===== config.mk =====
export PLATFORM = sky130hd
export DESIGN_NAME = modrm_operand_unit_8086
export DESIGN_NICKNAME = d
export VERILOG_FILES = /design/src/rtl/modrm_pkg.sv /design/src/rtl/modrm_regfile.sv /design/src/rtl/modrm_seq.sv /design/src/rtl/modrm_ea.sv /design/src/rtl/modrm_operand_unit_8086.sv
export SDC_FILE = /design/constraint.sdc
export NUM_CORES = 1
export LEC_CHECK = 0
export ABC_AREA = 1
export BUFFER_PORTS_ARGS = -buffer_cell sky130_fd_sc_hd__buf_2
export CELL_PAD_IN_SITES_DETAIL_PLACEMENT = 1
export CELL_PAD_IN_SITES_GLOBAL_PLACEMENT = 2
export CORE_MARGIN = 1
export CORE_UTILIZATION = 40
export DETAILED_ROUTE_END_ITERATION = 10
export GPL_ROUTABILITY_DRIVEN = 0
export PLACE_DENSITY = 0.91
export SYNTH_ARGS = -nofsm -noshare
export SYNTH_HDL_FRONTEND = slang
export SYNTH_HIERARCHICAL = 1
export SYNTH_SLANG_ARGS = --single-unit

===== constraint.sdc =====
create_clock -name clk -period 10.7 [get_ports clk]
set_clock_uncertainty 0.05 [all_clocks]
set_input_delay 0.535 -clock clk [delete_from_list [all_inputs] [get_ports clk]]
set_output_delay 0.535 -clock clk [all_outputs]
set_load 0.05 [all_outputs]

===== src/rtl/modrm_pkg.sv =====
// Shared types, codes and decode helpers for the ModR/M operand unit.
package modrm_pkg;

    // Input transaction payload
    typedef struct packed {
        logic        mode;
        logic [7:0]  modrm_byte;
        logic [7:0]  disp_low;
        logic [7:0]  disp_high;
        logic        word_size;
        logic [15:0] write_value;
        logic [15:0] ds_value;
        logic [15:0] ss_value;
        logic        override_valid;
        logic [15:0] override_segment;
    } cmd_item_t;

    // Result transaction payload
    typedef struct packed {
        logic [1:0]  mod_field;
        logic [2:0]  reg_field;
        logic [2:0]  rm_field;
        logic        is_register;
        logic [15:0] offset;
        logic [15:0] segment;
        logic [1:0]  disp_bytes;
        logic [15:0] rm_value;
        logic [15:0] reg_value;
    } rsp_item_t;

    // Sequencer states
    typedef enum logic [1:0] {
        ST_IDLE,
        ST_READ,
        ST_INDEX,
        ST_DONE
    } seq_state_t;

    // Controls from the sequencer to the datapath
    typedef struct packed {
        logic sel_index;
        logic capture_first;
        logic finish;
    } seq_ctrl_t;

    // Mode field codes
    localparam logic [1:0] MOD_NO_DISP = 2'd0;
    localparam logic [1:0] MOD_DISP8   = 2'd1;
    localparam logic [1:0] MOD_DISP16  = 2'd2;
    localparam logic [1:0] MOD_REG     = 2'd3;

    // r/m code of the direct-address form under MOD_NO_DISP
    localparam logic [2:0] RM_DIRECT = 3'd6;

    // Register file indexes
    localparam logic [2:0] REG_BX = 3'd3;
    localparam logic [2:0] REG_BP = 3'd5;
    localparam logic [2:0] REG_SI = 3'd6;
    localparam logic [2:0] REG_DI = 3'd7;

    // Displacement byte counts
    localparam logic [1:0] DISP_NONE = 2'd0;
    localparam logic [1:0] DISP_ONE  = 2'd1;
    localparam logic [1:0] DISP_TWO  = 2'd2;

    // Map an operand code to the register file entry that holds it
    function automatic logic [2:0] phys_index(logic [2:0] idx, logic word);
        return word ? idx : {1'b0, idx[1:0]};
    endfunction

    // Select the operand bits out of a full register, zero-extended at byte width
    function automatic logic [15:0] pick_operand(logic [15:0] data, logic [2:0] idx,
                                                 logic word);
        logic [15:0] res;
        if (word)
            res = data;
        else if (idx[2])
            res = {8'h00, data[15:8]};
        else
            res = {8'h00, data[7:0]};
        return res;
    endfunction

    // Base register of a memory form
    function automatic logic [2:0] base_index(logic [2:0] rm);
        logic [2:0] res;
        case (rm) inside
            3'd0, 3'd1, 3'd7: res = REG_BX;
            3'd2, 3'd3, 3'd6: res = REG_BP;
            3'd4:             res = REG_SI;
            default:          res = REG_DI;
        endcase
        return res;
    endfunction

    // Index register of a two-register memory form
    function automatic logic [2:0] index_index(logic [2:0] rm);
        return rm[0] ? REG_DI : REG_SI;
    endfunction

    // BP-based forms default to the stack segment
    function automatic logic stack_default(logic [2:0] rm);
        logic res;
        case (rm) inside
            3'd2, 3'd3, 3'd6: res = 1'b1;
            default:          res = 1'b0;
        endcase
        return res;
    endfunction

endpackage


===== src/rtl/modrm_regfile.sv =====
// General register file: 8x16 memory, two registered read ports, one write port.
module modrm_regfile (
    input  logic        clk,
    input  logic        rst_n,
    input  logic [2:0]  rd0_addr,
    input  logic [2:0]  rd1_addr,
    output logic [15:0] rd0_data,
    output logic [15:0] rd1_data,
    input  logic        wr_en,
    input  logic [2:0]  wr_addr,
    input  logic [15:0] wr_data
);

    logic [15:0] gpr_mem [8];
    logic [7:0]  valid_reg;
    logic [15:0] rd0_data_reg;
    logic [15:0] rd1_data_reg;
    logic        rd0_valid_reg;
    logic        rd1_valid_reg;

    // Write the memory array
    always_ff @(posedge clk)
    begin
        if (wr_en)
        begin
            gpr_mem[wr_addr] <= wr_data;
        end
    end

    // Mark entries written since reset
    always_ff @(posedge clk or negedge rst_n)
    begin
        if (!rst_n)
        begin
            valid_reg <= '0;
        end
        else if (wr_en)
        begin
            valid_reg[wr_addr] <= 1'b1;
        end
    end

    // Register the read data
    always_ff @(posedge clk)
    begin
        rd0_data_reg <= gpr_mem[rd0_addr];
        rd1_data_reg <= gpr_mem[rd1_addr];
    end

    // Register the entry valid flags with the read
    always_ff @(posedge clk or negedge rst_n)
    begin
        if (!rst_n)
        begin
            rd0_valid_reg <= 1'b0;
            rd1_valid_reg <= 1'b0;
        end
        else
        begin
            rd0_valid_reg <= valid_reg[rd0_addr];
            rd1_valid_reg <= valid_reg[rd1_addr];
        end
    end

    // Unwritten entries read as zero
    assign rd0_data = rd0_valid_reg ? rd0_data_reg : 16'h0000;
    assign rd1_data = rd1_valid_reg ? rd1_data_reg : 16'h0000;

endmodule


===== src/rtl/modrm_seq.sv =====
// Sequencer: accepts one transaction, steps through the register reads, finishes.
module modrm_seq (
    input  logic                 clk,
    input  logic                 rst_n,
    input  logic                 cmd_valid,
    output logic                 cmd_ready,
    input  modrm_pkg::cmd_item_t cmd,
    input  logic                 out_free,
    output modrm_pkg::cmd_item_t item,
    output modrm_pkg::seq_ctrl_t ctrl
);

    modrm_pkg::seq_state_t state_reg;
    modrm_pkg::seq_state_t state_next;
    modrm_pkg::cmd_item_t  item_reg;

    // Next state
    always_comb
    begin
        state_next = state_reg;
        case (state_reg)
            modrm_pkg::ST_IDLE:
            begin
                if (cmd_valid)
                    state_next = modrm_pkg::ST_READ;
            end
            modrm_pkg::ST_READ:
            begin
                state_next = modrm_pkg::ST_INDEX;
            end
            modrm_pkg::ST_INDEX:
            begin
                state_next = modrm_pkg::ST_DONE;
            end
            modrm_pkg::ST_DONE:
            begin
                if (out_free)
                    state_next = modrm_pkg::ST_IDLE;
            end
            default:
            begin
                state_next = modrm_pkg::ST_IDLE;
            end
        endcase
    end

    // Outputs per state
    always_comb
    begin
        cmd_ready          = 1'b0;
        ctrl.sel_index     = 1'b0;
        ctrl.capture_first = 1'b0;
        ctrl.finish        = 1'b0;
        case (state_reg)
            modrm_pkg::ST_IDLE:
            begin
                cmd_ready = 1'b1;
            end
            modrm_pkg::ST_READ:
            begin
                ctrl.sel_index = 1'b0;
            end
            modrm_pkg::ST_INDEX:
            begin
                ctrl.sel_index     = 1'b1;
                ctrl.capture_first = 1'b1;
            end
            modrm_pkg::ST_DONE:
            begin
                ctrl.sel_index = 1'b1;
                ctrl.finish    = out_free;
            end
            default:
            begin
                cmd_ready = 1'b0;
            end
        endcase
    end

    // Advance the state
    always_ff @(posedge clk or negedge rst_n)
    begin
        if (!rst_n)
        begin
            state_reg <= modrm_pkg::ST_IDLE;
        end
        else
        begin
            state_reg <= state_next;
        end
    end

    // Hold the accepted transaction
    always_ff @(posedge clk)
    begin
        if (cmd_valid && cmd_ready)
        begin
            item_reg <= cmd;
        end
    end

    assign item = item_reg;

endmodule


===== src/rtl/modrm_ea.sv =====
// Datapath: read addresses, effective address, segment, operands and write-back.
module modrm_ea (
    input  logic                 clk,
    input  modrm_pkg::cmd_item_t item,
    input  modrm_pkg::seq_ctrl_t ctrl,
    output logic [2:0]           rd0_addr,
    output logic [2:0]           rd1_addr,
    input  logic [15:0]          rd0_data,
    input  logic [15:0]          rd1_data,
    output logic                 wr_en,
    output logic [2:0]           wr_addr,
    output logic [15:0]          wr_data,
    output modrm_pkg::rsp_item_t result
);

    logic [1:0]  mod_f;
    logic [2:0]  reg_f;
    logic [2:0]  rm_f;
    logic        is_reg;
    logic        is_direct;
    logic [15:0] first_reg;
    logic [15:0] disp16;
    logic [15:0] disp_add;
    logic [15:0] index_val;
    logic [15:0] ea_sum;

    assign mod_f     = item.modrm_byte[7:6];
    assign reg_f     = item.modrm_byte[5:3];
    assign rm_f      = item.modrm_byte[2:0];
    assign is_reg    = (mod_f == modrm_pkg::MOD_REG);
    assign is_direct = (mod_f == modrm_pkg::MOD_NO_DISP) && (rm_f == modrm_pkg::RM_DIRECT);
    assign disp16    = {item.disp_high, item.disp_low};

    // Port 0 reads the reg operand; port 1 reads r/m or base, then the index
    assign rd0_addr = modrm_pkg::phys_index(reg_f, item.word_size);
    always_comb
    begin
        if (ctrl.sel_index)
            rd1_addr = modrm_pkg::index_index(rm_f);
        else if (is_reg)
            rd1_addr = modrm_pkg::phys_index(rm_f, item.word_size);
        else
            rd1_addr = modrm_pkg::base_index(rm_f);
    end

    // Hold the r/m or base register read
    always_ff @(posedge clk)
    begin
        if (ctrl.capture_first)
        begin
            first_reg <= rd1_data;
        end
    end

    // Displacement term
    always_comb
    begin
        case (mod_f)
            modrm_pkg::MOD_DISP8:  disp_add = {{8{item.disp_low[7]}}, item.disp_low};
            modrm_pkg::MOD_DISP16: disp_add = disp16;
            default:               disp_add = 16'h0000;
        endcase
    end

    // Base plus index plus displacement, wrapping to 16 bits
    assign index_val = rm_f[2] ? 16'h0000 : rd1_data;
    assign ea_sum    = first_reg + index_val + disp_add;

    // Assemble the result
    always_comb
    begin
        result.mod_field   = mod_f;
        result.reg_field   = reg_f;
        result.rm_field    = rm_f;
        result.is_register = is_reg;
        result.reg_value   = modrm_pkg::pick_operand(rd0_data, reg_f, item.word_size);
        result.rm_value    = 16'h0000;
        result.offset      = ea_sum;
        result.segment     = item.override_valid ? item.override_segment : item.ds_value;
        result.disp_bytes  = modrm_pkg::DISP_NONE;
        if (is_reg)
        begin
            result.rm_value = modrm_pkg::pick_operand(first_reg, rm_f, item.word_size);
            result.offset   = 16'h0000;
            result.segment  = item.ds_value;
        end
        else if (is_direct)
        begin
            result.offset     = disp16;
            result.disp_bytes = modrm_pkg::DISP_TWO;
        end
        else
        begin
            if (!item.override_valid && modrm_pkg::stack_default(rm_f))
                result.segment = item.ss_value;
            if (mod_f == modrm_pkg::MOD_DISP8)
                result.disp_bytes = modrm_pkg::DISP_ONE;
            else if (mod_f == modrm_pkg::MOD_DISP16)
                result.disp_bytes = modrm_pkg::DISP_TWO;
        end
    end

    // Merge the written value into the r/m register
    assign wr_en   = ctrl.finish && item.mode && is_reg;
    assign wr_addr = modrm_pkg::phys_index(rm_f, item.word_size);
    always_comb
    begin
        if (item.word_size)
            wr_data = item.write_value;
        else if (rm_f[2])
            wr_data = {item.write_value[7:0], first_reg[7:0]};
        else
            wr_data = {first_reg[15:8], item.write_value[7:0]};
    end

endmodule


===== src/rtl/modrm_operand_unit_8086.sv =====
// Once cmd is accepted the sequencer steps through READ, INDEX and DONE; rsp_valid rises when
// DONE finishes with the result register free. A new transaction waits for the operand/base
// read, index read, finish and the idle state raising cmd_ready (reads share memory ports).
// A waiting result does not block acceptance; only the finish step waits for it.
// Reset: rst_n clears the sequencer, result valid and the register valid bits at once,
// so all eight general registers read zero; there is no clearing pass.
module modrm_operand_unit_8086 (
    input  logic                 clk,
    input  logic                 rst_n,
    input  logic                 cmd_valid,
    output logic                 cmd_ready,
    input  modrm_pkg::cmd_item_t cmd,
    output logic                 rsp_valid,
    input  logic                 rsp_ready,
    output modrm_pkg::rsp_item_t rsp
);

    modrm_pkg::cmd_item_t item;
    modrm_pkg::seq_ctrl_t ctrl;
    modrm_pkg::rsp_item_t result;
    modrm_pkg::rsp_item_t rsp_reg;
    logic                 rsp_valid_reg;
    logic                 out_free;
    logic [2:0]           rd0_addr;
    logic [2:0]           rd1_addr;
    logic [15:0]          rd0_data;
    logic [15:0]          rd1_data;
    logic                 wr_en;
    logic [2:0]           wr_addr;
    logic [15:0]          wr_data;

    assign out_free = !rsp_valid_reg || rsp_ready;

    modrm_seq u_seq (
        .clk       (clk),
        .rst_n     (rst_n),
        .cmd_valid (cmd_valid),
        .cmd_ready (cmd_ready),
        .cmd       (cmd),
        .out_free  (out_free),
        .item      (item),
        .ctrl      (ctrl)
    );

    modrm_regfile u_regfile (
        .clk      (clk),
        .rst_n    (rst_n),
        .rd0_addr (rd0_addr),
        .rd1_addr (rd1_addr),
        .rd0_data (rd0_data),
        .rd1_data (rd1_data),
        .wr_en    (wr_en),
        .wr_addr  (wr_addr),
        .wr_data  (wr_data)
    );

    modrm_ea u_ea (
        .clk      (clk),
        .item     (item),
        .ctrl     (ctrl),
        .rd0_addr (rd0_addr),
        .rd1_addr (rd1_addr),
        .rd0_data (rd0_data),
        .rd1_data (rd1_data),
        .wr_en    (wr_en),
        .wr_addr  (wr_addr),
        .wr_data  (wr_data),
        .result   (result)
    );

    // Hold the result until the consumer takes it
    always_ff @(posedge clk or negedge rst_n)
    begin
        if (!rst_n)
        begin
            rsp_valid_reg <= 1'b0;
        end
        else if (ctrl.finish)
        begin
            rsp_valid_reg <= 1'b1;
        end
        else if (rsp_ready)
        begin
            rsp_valid_reg <= 1'b0;
        end
    end

    always_ff @(posedge clk)
    begin
        if (ctrl.finish)
        begin
            rsp_reg <= result;
        end
    end

    assign rsp_valid = rsp_valid_reg;
    assign rsp       = rsp_reg;

    // One transaction in flight: no acceptance right after an acceptance
    a_busy_after_accept: assert property (@(posedge clk) disable iff (!rst_n)
        cmd_valid && cmd_ready |=> !cmd_ready)
        else $error("cmd accepted while a transaction is in flight");

    // A register write always comes with a register-form result
    a_write_register_form: assert property (@(posedge clk) disable iff (!rst_n)
        wr_en |=> rsp_valid && rsp.is_register)
        else $error("register write without a register-form result");

    // Result fields stay consistent
    a_result_consistent: assert property (@(posedge clk) disable iff (!rst_n)
        rsp_valid |-> (rsp.disp_bytes != 2'd3) && (!rsp.is_register || rsp.offset == 16'h0000))
        else $error("inconsistent result fields");

    // Finishing never overwrites a result that is not taken
    a_no_overwrite: assert property (@(posedge clk) disable iff (!rst_n)
        ctrl.finish |-> !rsp_valid || rsp_ready)
        else $error("result overwritten before it was taken");

endmodule

## Word level (Yosys, flattened, before mapping)

Memories as Yosys holds them, arrays and structs flattened. A register that Yosys moved wholly into a read port is not among the register bits.
Cells that the tools add are included.

| storage, ports and cells | value |
|---|---|
| bits in writable memories | 128 |
| logic and storage cells | 112 |
| flip-flop bits (word level) | 195 |
| input bits | 95 |
| memories | 1 |
| output and inout port bits | 77 |

Memory list:

| name | words | width | read ports | clocked after memory_dff | write ports | RTL line | RTL |
|---|---|---|---|---|---|---|---|
| u_regfile.gpr_mem | 8 | 16 | 2 | 2 | 1 | modrm_regfile.sv:14 | `logic [15:0] gpr_mem [8];` |

| cells by class | value |
|---|---|
| reductions and logical operators | 18 |
| bitwise logic cells | 1 |
| eq/ne operators | 14 |
| add/subtract/negate cells | 2 |
| magnitude comparators | 4 |
| muxes and demuxes | 46 |

Operators with widths:

| kind | count |
|---|---|
| $mux 16 | 12 |
| $add 16x16->16 | 2 |
| $pmux 16 s2 | 1 |
| $mux 3 | 6 |
| $mux 1 | 16 |
| $mux 8 | 2 |
| $lt 3x4->1 const B | 3 |
| $mux 2 | 5 |
| $eq 3x3->1 const B | 3 |
| $eq 2x2->1 const B | 4 |
| $or 8x8->8 | 1 |
| $pmux 2 s4 | 1 |
| $bmux 1 s3 | 2 |
| $eq 3x2->1 const B | 2 |
| $logic_and 1x1->1 | 6 |
| $reduce_or 3->1 | 2 |
| $eq 2x1->1 const B | 2 |
| $logic_not 2->1 | 2 |
| $reduce_or 2->1 | 2 |
| $demux 1 s3 | 1 |
| $eq 3x1->1 const B | 1 |
| $ge 3x1->1 const B | 1 |
| $logic_not 3->1 | 1 |
| $logic_not 1->1 | 2 |
| 5 further kinds | 5 |

## Longest topological paths before layout

| depth | value |
|---|---|
| depth after elaboration | 9 |
| mapped depth | 18 |

## Hierarchy

The synthesis kept the hierarchy.

Modules (own cells, without submodules):

| module | sequential area each (µm²) | area an instance (µm²) | times used | cells each |
|---|---|---|---|---|
| modrm_regfile | 4,734.5 | 8,280.4 | 1 | 1,033 |
| modrm_ea | 480.5 | 3,452.1 | 1 | 564 |
| modrm_seq | 2,782.7 | 2,909.0 | 1 | 117 |
| modrm_operand_unit_8086 | 2,277.2 | 2,297.2 | 1 | 80 |

## Worst setup path after synthesis

Ideal clock, no wire load.

| path | value |
|---|---|
| kind | register -> register |
| start | register rsp_valid_reg (netlist: rsp_valid) |
| end | memory u_regfile.gpr_mem[1][0] (enable) |
| stages on the path, launching flop included | 8 |
| path buffers | 0 |
| data required time | 10.262 ns |
| clock period less this slack | 3.876 ns |
| arrival | 3.437 ns |
| library setup time | 0.388 ns |
| setup slack | 6.824 ns |
| cell sequence | dfrtp_1 nand2_2 nand2_1 inv_1 nand2_1 nor2_1 nand2_1 nor2_1 |

RTL lines:

| element | RTL line | RTL |
|---|---|---|
| start, declared | modrm_operand_unit_8086.sv:22 | `logic rsp_valid_reg;` |
| start signal, assigned | modrm_operand_unit_8086.sv:76 | `rsp_valid_reg <= 1'b0;` |
| start signal, assigned | modrm_operand_unit_8086.sv:80 | `rsp_valid_reg <= 1'b1;` |
| start signal, assigned | modrm_operand_unit_8086.sv:84 | `rsp_valid_reg <= 1'b0;` |
| end, declared | modrm_regfile.sv:14 |  |

## Final worst setup path

| path | value |
|---|---|
| start | register u_seq.item_reg, in the netlist u_seq/item[88] |
| end | register rsp_reg, in the netlist rsp[59], data pin |

| between the ends | value |
|---|---|
| word-level cells in the longest chain between the ends | 4 |

Ends and longest elaborated chain:

| element | RTL line | RTL |
|---|---|---|
| start, declared | modrm_seq.sv:15 | `modrm_pkg::cmd_item_t item_reg;` |
| start signal, assigned | modrm_seq.sv:98 | `item_reg <= cmd;` |
| $eq 2x2->1 / $eq 2x1->1 (equally long branches) | modrm_ea.sv:58 | `case (mod_f)` |
| $pmux 16 s2 | modrm_ea.sv:58 |  |
| $add 16x16->16 | modrm_ea.sv:67 | `assign ea_sum = first_reg + index_val + disp_add;` |
| $mux 16 | modrm_ea.sv:87 | `else if (is_direct)` |
| end signal, assigned | modrm_operand_unit_8086.sv:92 | `rsp_reg <= result;` |
| end, declared | modrm_operand_unit_8086.sv:21 | `modrm_pkg::rsp_item_t rsp_reg;` |

Several ways; a longest one is shown, not always the timed one.
A chain may end at the register's enable or synchronous reset.

==> flow_summary.rst <==
.. list-table::
   :header-rows: 1

   * - Metric
     - Value
   * - Antenna Nets Post-Route
     - 0
   * - Peak supply drop
     - ~0.15 mV
   * - Post-Route WL
     - between 50000 and 60000 µm
   * - DRC violation count after routing
     - 0
   * - R2R Path End
     - rsp[59]
   * - Average cell area after synthesis
     - 9.44 µm²
   * - Height of the chip
     - 208 µm
   * - Routed wl met2
     - about 25000 µm
   * - Count of cells along the worst register-to-register path
     - 17
   * - CTS Hold Buffers Added
     - 1
   * - Seq/Total Area, Yosys
     - 0.607
   * - Inserted Clock Buffers
     - 40
   * - Via count of the first global-routing pass
     - 14000
   * - H-tree depth
     - 2
   * - Clock tree from TritonCTS
     - done
   * - Cell with the biggest individual delay on the critical path
     - o21ai_1
   * - Total of warnings raised by yosys
     - 6
   * - Outcome
     - complete, no violations
   * - Horizontal extent of the die
     - 208 µm
   * - Die area
     - 43200 µm²
   * - Lkg Pwr
     - 9.08 nW
   * - I/O pin count
     - 172
   * - Slew at the pin with the worst max-slew slack
     - 1.07 ns
   * - Fraction of the core area covered by cells at the end of the flow
     - 0.465
   * - Layout net count
     - 2075
   * - Inst Count DP
     - 2438
   * - Fmax
     - 0.249 GHz
   * - Worst slew slack as a fraction of its limit
     - 0.287
   * - PwrDens
     - about 280 nW/µm²
   * - Filler Cell Count
     - 4839
   * - Endpoint type of the worst setup path
     - flop
   * - Initial cell density of the core
     - 0.405
   * - Largest fanout of any net on the critical path
     - 9
   * - Period minus WS final
     - 4.02 ns
   * - Synthesized netlist net count
     - 1927
   * - Count of flip-flops with a built-in enable after synthesis
     - 310
   * - Number of flip-flops under the largest register name
     - 128
   * - List of cells traversed by the critical path
     - inv_1 -> ha_1 -> o21ai_1 -> nor2_1 -> fa_1 -> ha_1 -> fa_1 -> nand2_1 -> nand2_1 -> nand3b_1 -> nand2_1 -> nand2_1 -> nand2_1 -> nand2_1 -> nand3_1 -> nand2_1 -> inv_1
   * - Number of gates given a new drive strength after cts
     - 0
   * - # port buffers
     - 171
   * - Count of final hold-check violations
     - 0
   * - Critical path's top delay family
     - adder cells
   * - Number of antenna violations at the first check in global routing
     - 3
   * - Clock Path Buffers
     - 3
   * - Final Non-Filler Cells
     - 2515
   * - Post-synth top flop
     - edfxtp_1
   * - Cell count along the critical path
     - 17
   * - Setup repair after global routing missed its margin
     - no
   * - Number of maximum-capacitance constraint violations
     - 0
   * - Source of the worst register-to-register timing path
     - u_seq/item[88]
   * - Setup slack of the worst register-to-register path
     - 6.68 ns
   * - Fraction of final layout cells sized beyond drive strength 1
     - 0.143
   * - Num rows
     - between 70 and 80
   * - Worst Path Buf+Inv
     - 2
   * - Beginning of the worst hold path
     - cmd[83]
   * - Worst setup path endpoint
     - rsp[59]
   * - Number of max-slew violations in the final report
     - 0
   * - Number of instances in the synthesized netlist
     - 1794
   * - Pin count of the biggest net entering global routing
     - 74
   * - Overall power of the completed layout
     - 5.54 mW
   * - Met3 WL post-DR
     - 2490 µm
   * - Setup TNS
     - 0 ns
   * - Via density
     - 5.13
   * - Cell variety after synth
     - 39
   * - Insertion delay to the later sink of the worst-skew pair
     - 0.59 ns
   * - Cell area after synthesis
     - 16900 µm²
   * - Startpoint types
     - flop
   * - GRT Total Usage
     - 0.241
   * - Worst Setup Path Type
     - flop to flop
   * - Pre-Repair DR Iteration Count
     - 6
   * - CTS root buf
     - clkbuf_16
   * - Origin of the worst setup path
     - u_seq/item[88]
   * - Final setup violation count
     - 0
   * - Half-perimeter wire length after detailed placement
     - 33200 µm
   * - Routed met1 length
     - 21500 µm
   * - CP arrival
     - between 4 and 5 ns
   * - Placeable core region
     - 41900 µm²
   * - Ys async rst share
     - 0.0366
   * - CP dominant cell by count
     - nand2_1
   * - Number of sinks handled by clock tree synthesis
     - 355
   * - Class of the tightest hold or removal check
     - input pin to flop
   * - Portion of the clock cycle consumed by the worst path in the final layout
     - 0.376
   * - Synthesized flop and latch total
     - 355
   * - Iter 0 DRT Violations
     - 863
   * - Number of vias after detailed routing
     - 12900
   * - First-pass GRT wire length
     - around 79000 µm
   * - Top layer used by detailed routing
     - met5
   * - Average detailed-routed wire length per instance
     - 20.3 µm
   * - Number of setup buffers added after CTS
     - 0
   * - Area Growth Syn to Fin
     - 14.8%
   * - Critical path data required time
     - 10.99 ns
   * - Worst stage delay on the critical path
     - 0.60 ns
   * - Leftover overflow at the end of global routing
     - 0
   * - Clk pin slew, worst setup/hold paths
     - roughly 0.060 ns
-- layout make-up --
cell class	count	area [µm²]	share of cell area
flip-flops and latches	355	10300	0.528
well taps	539	674	0.0347
clock inverters	24	285	0.0147
diodes	2	5.00	0.000257
multi-input cells	1039	4950	0.254
inverters	314	1180	0.0609
repair buffers	192	1020	0.0522
clock buffers	50	1060	0.0544
-- cells in the mapped netlist, types with 2 or more instances --
master,n,area (µm²)
inv_1,303,1140
fa_1,16,320
buf_6,15,169
clkinv_1,4,15.0
clkbuf_1,16,60.1
o21ai_1,2,10.0
dfrtp_1,13,325
mux2_1,2,22.5
o22ai_1,17,106
buf_4,19,143
inv_2,6,22.5
mux2_2,6,67.6
o211ai_1,5,37.5
nand4_1,4,25.0
nand3_1,164,821
edfxtp_1,310,9310
a21oi_1,43,215
or2_2,3,18.8
nor3_1,2,10.0
nor2_1,64,240
buf_2,35,175
dfxtp_1,32,641
o21ai_2,3,26.3
nand2_2,5,31.3
a22oi_1,16,120
ha_1,22,275
nand2_1,631,2370
o21ai_0,25,125
-- worst reg2reg max path: cells and delay by family, from the launching register on --
| family | cells | cell delay (ns) |
|---|---|---|
| buffers and inverters | 2 | 0.16 |
| AO/OA/AOI/OAI | 1 | 0.60 |
| AND/OR/NAND/NOR | 10 | 1.00 |
| flip-flops | 1 | 0.46 |
| adder cells (fa/ha/maj) | 4 | 1.53 |
-- per-layer routing --
metal / up-vias / track usage
met3: 107 / 0.0408
met5: - / 0
met2: 352 / 0.416
li1: 6002 / -
met4: 2 / 0.0914
met1: 6445 / 0.301
-- layout by cell type (no fill, tap or decap), drive strengths merged, types with 22 or more instances in the layout --
cell type / n
nand3: 164
buf: 191
nor2: 66
a21oi: 43
nand2: 637
ha: 22
o21ai: 31
clkbuf: 50
edfxtp: 310
inv: 313
dfxtp: 32
-- worst min-delay path by stage --
stage                     cells past startpoint             end  slack [ns]
after floorplan                               0       rsp_valid        0.19
after global placement                        1       rsp_valid        0.39
after detailed placement                      1       rsp_valid        0.40
after CTS                                     1  u_seq/item[83]        0.05
after global routing                          1  u_seq/item[83]        0.05
final                                         1  u_seq/item[83]        0.07
-- cells by family (layout without fill, tap and decap cells) --
family | after synthesis | in the layout | share of synthesized area
simple gates | 878 | 878 | 0.211
buf+inv | 400 | 580 | 0.102
flops | 355 | 355 | 0.607
compound gates | 115 | 115 | 0.0401
fa+ha+maj | 38 | 38 | 0.0352
mux | 8 | 8 | 0.00532
other cells | 0 | 2 | 0
-- metrics by stage --
step                      hold WS (ns)  cell area, µm²  setup slack [ns]
final                           0.0735           19400              6.68
after global routing            0.0464           19400              6.41
after CTS                       0.0498           19400              6.73
after detailed placement         0.396           18100              6.76
after global placement           0.395           18100              7.00
after floorplan                  0.189           16900              6.82
-- power breakdown --
group          total, mW  internal, mW  switching [mW]
Sequential          2.06          1.90           0.159
Clock               1.41         0.813           0.593
Combinational       2.07         0.543            1.53
(Power assumes the default switching activity.)
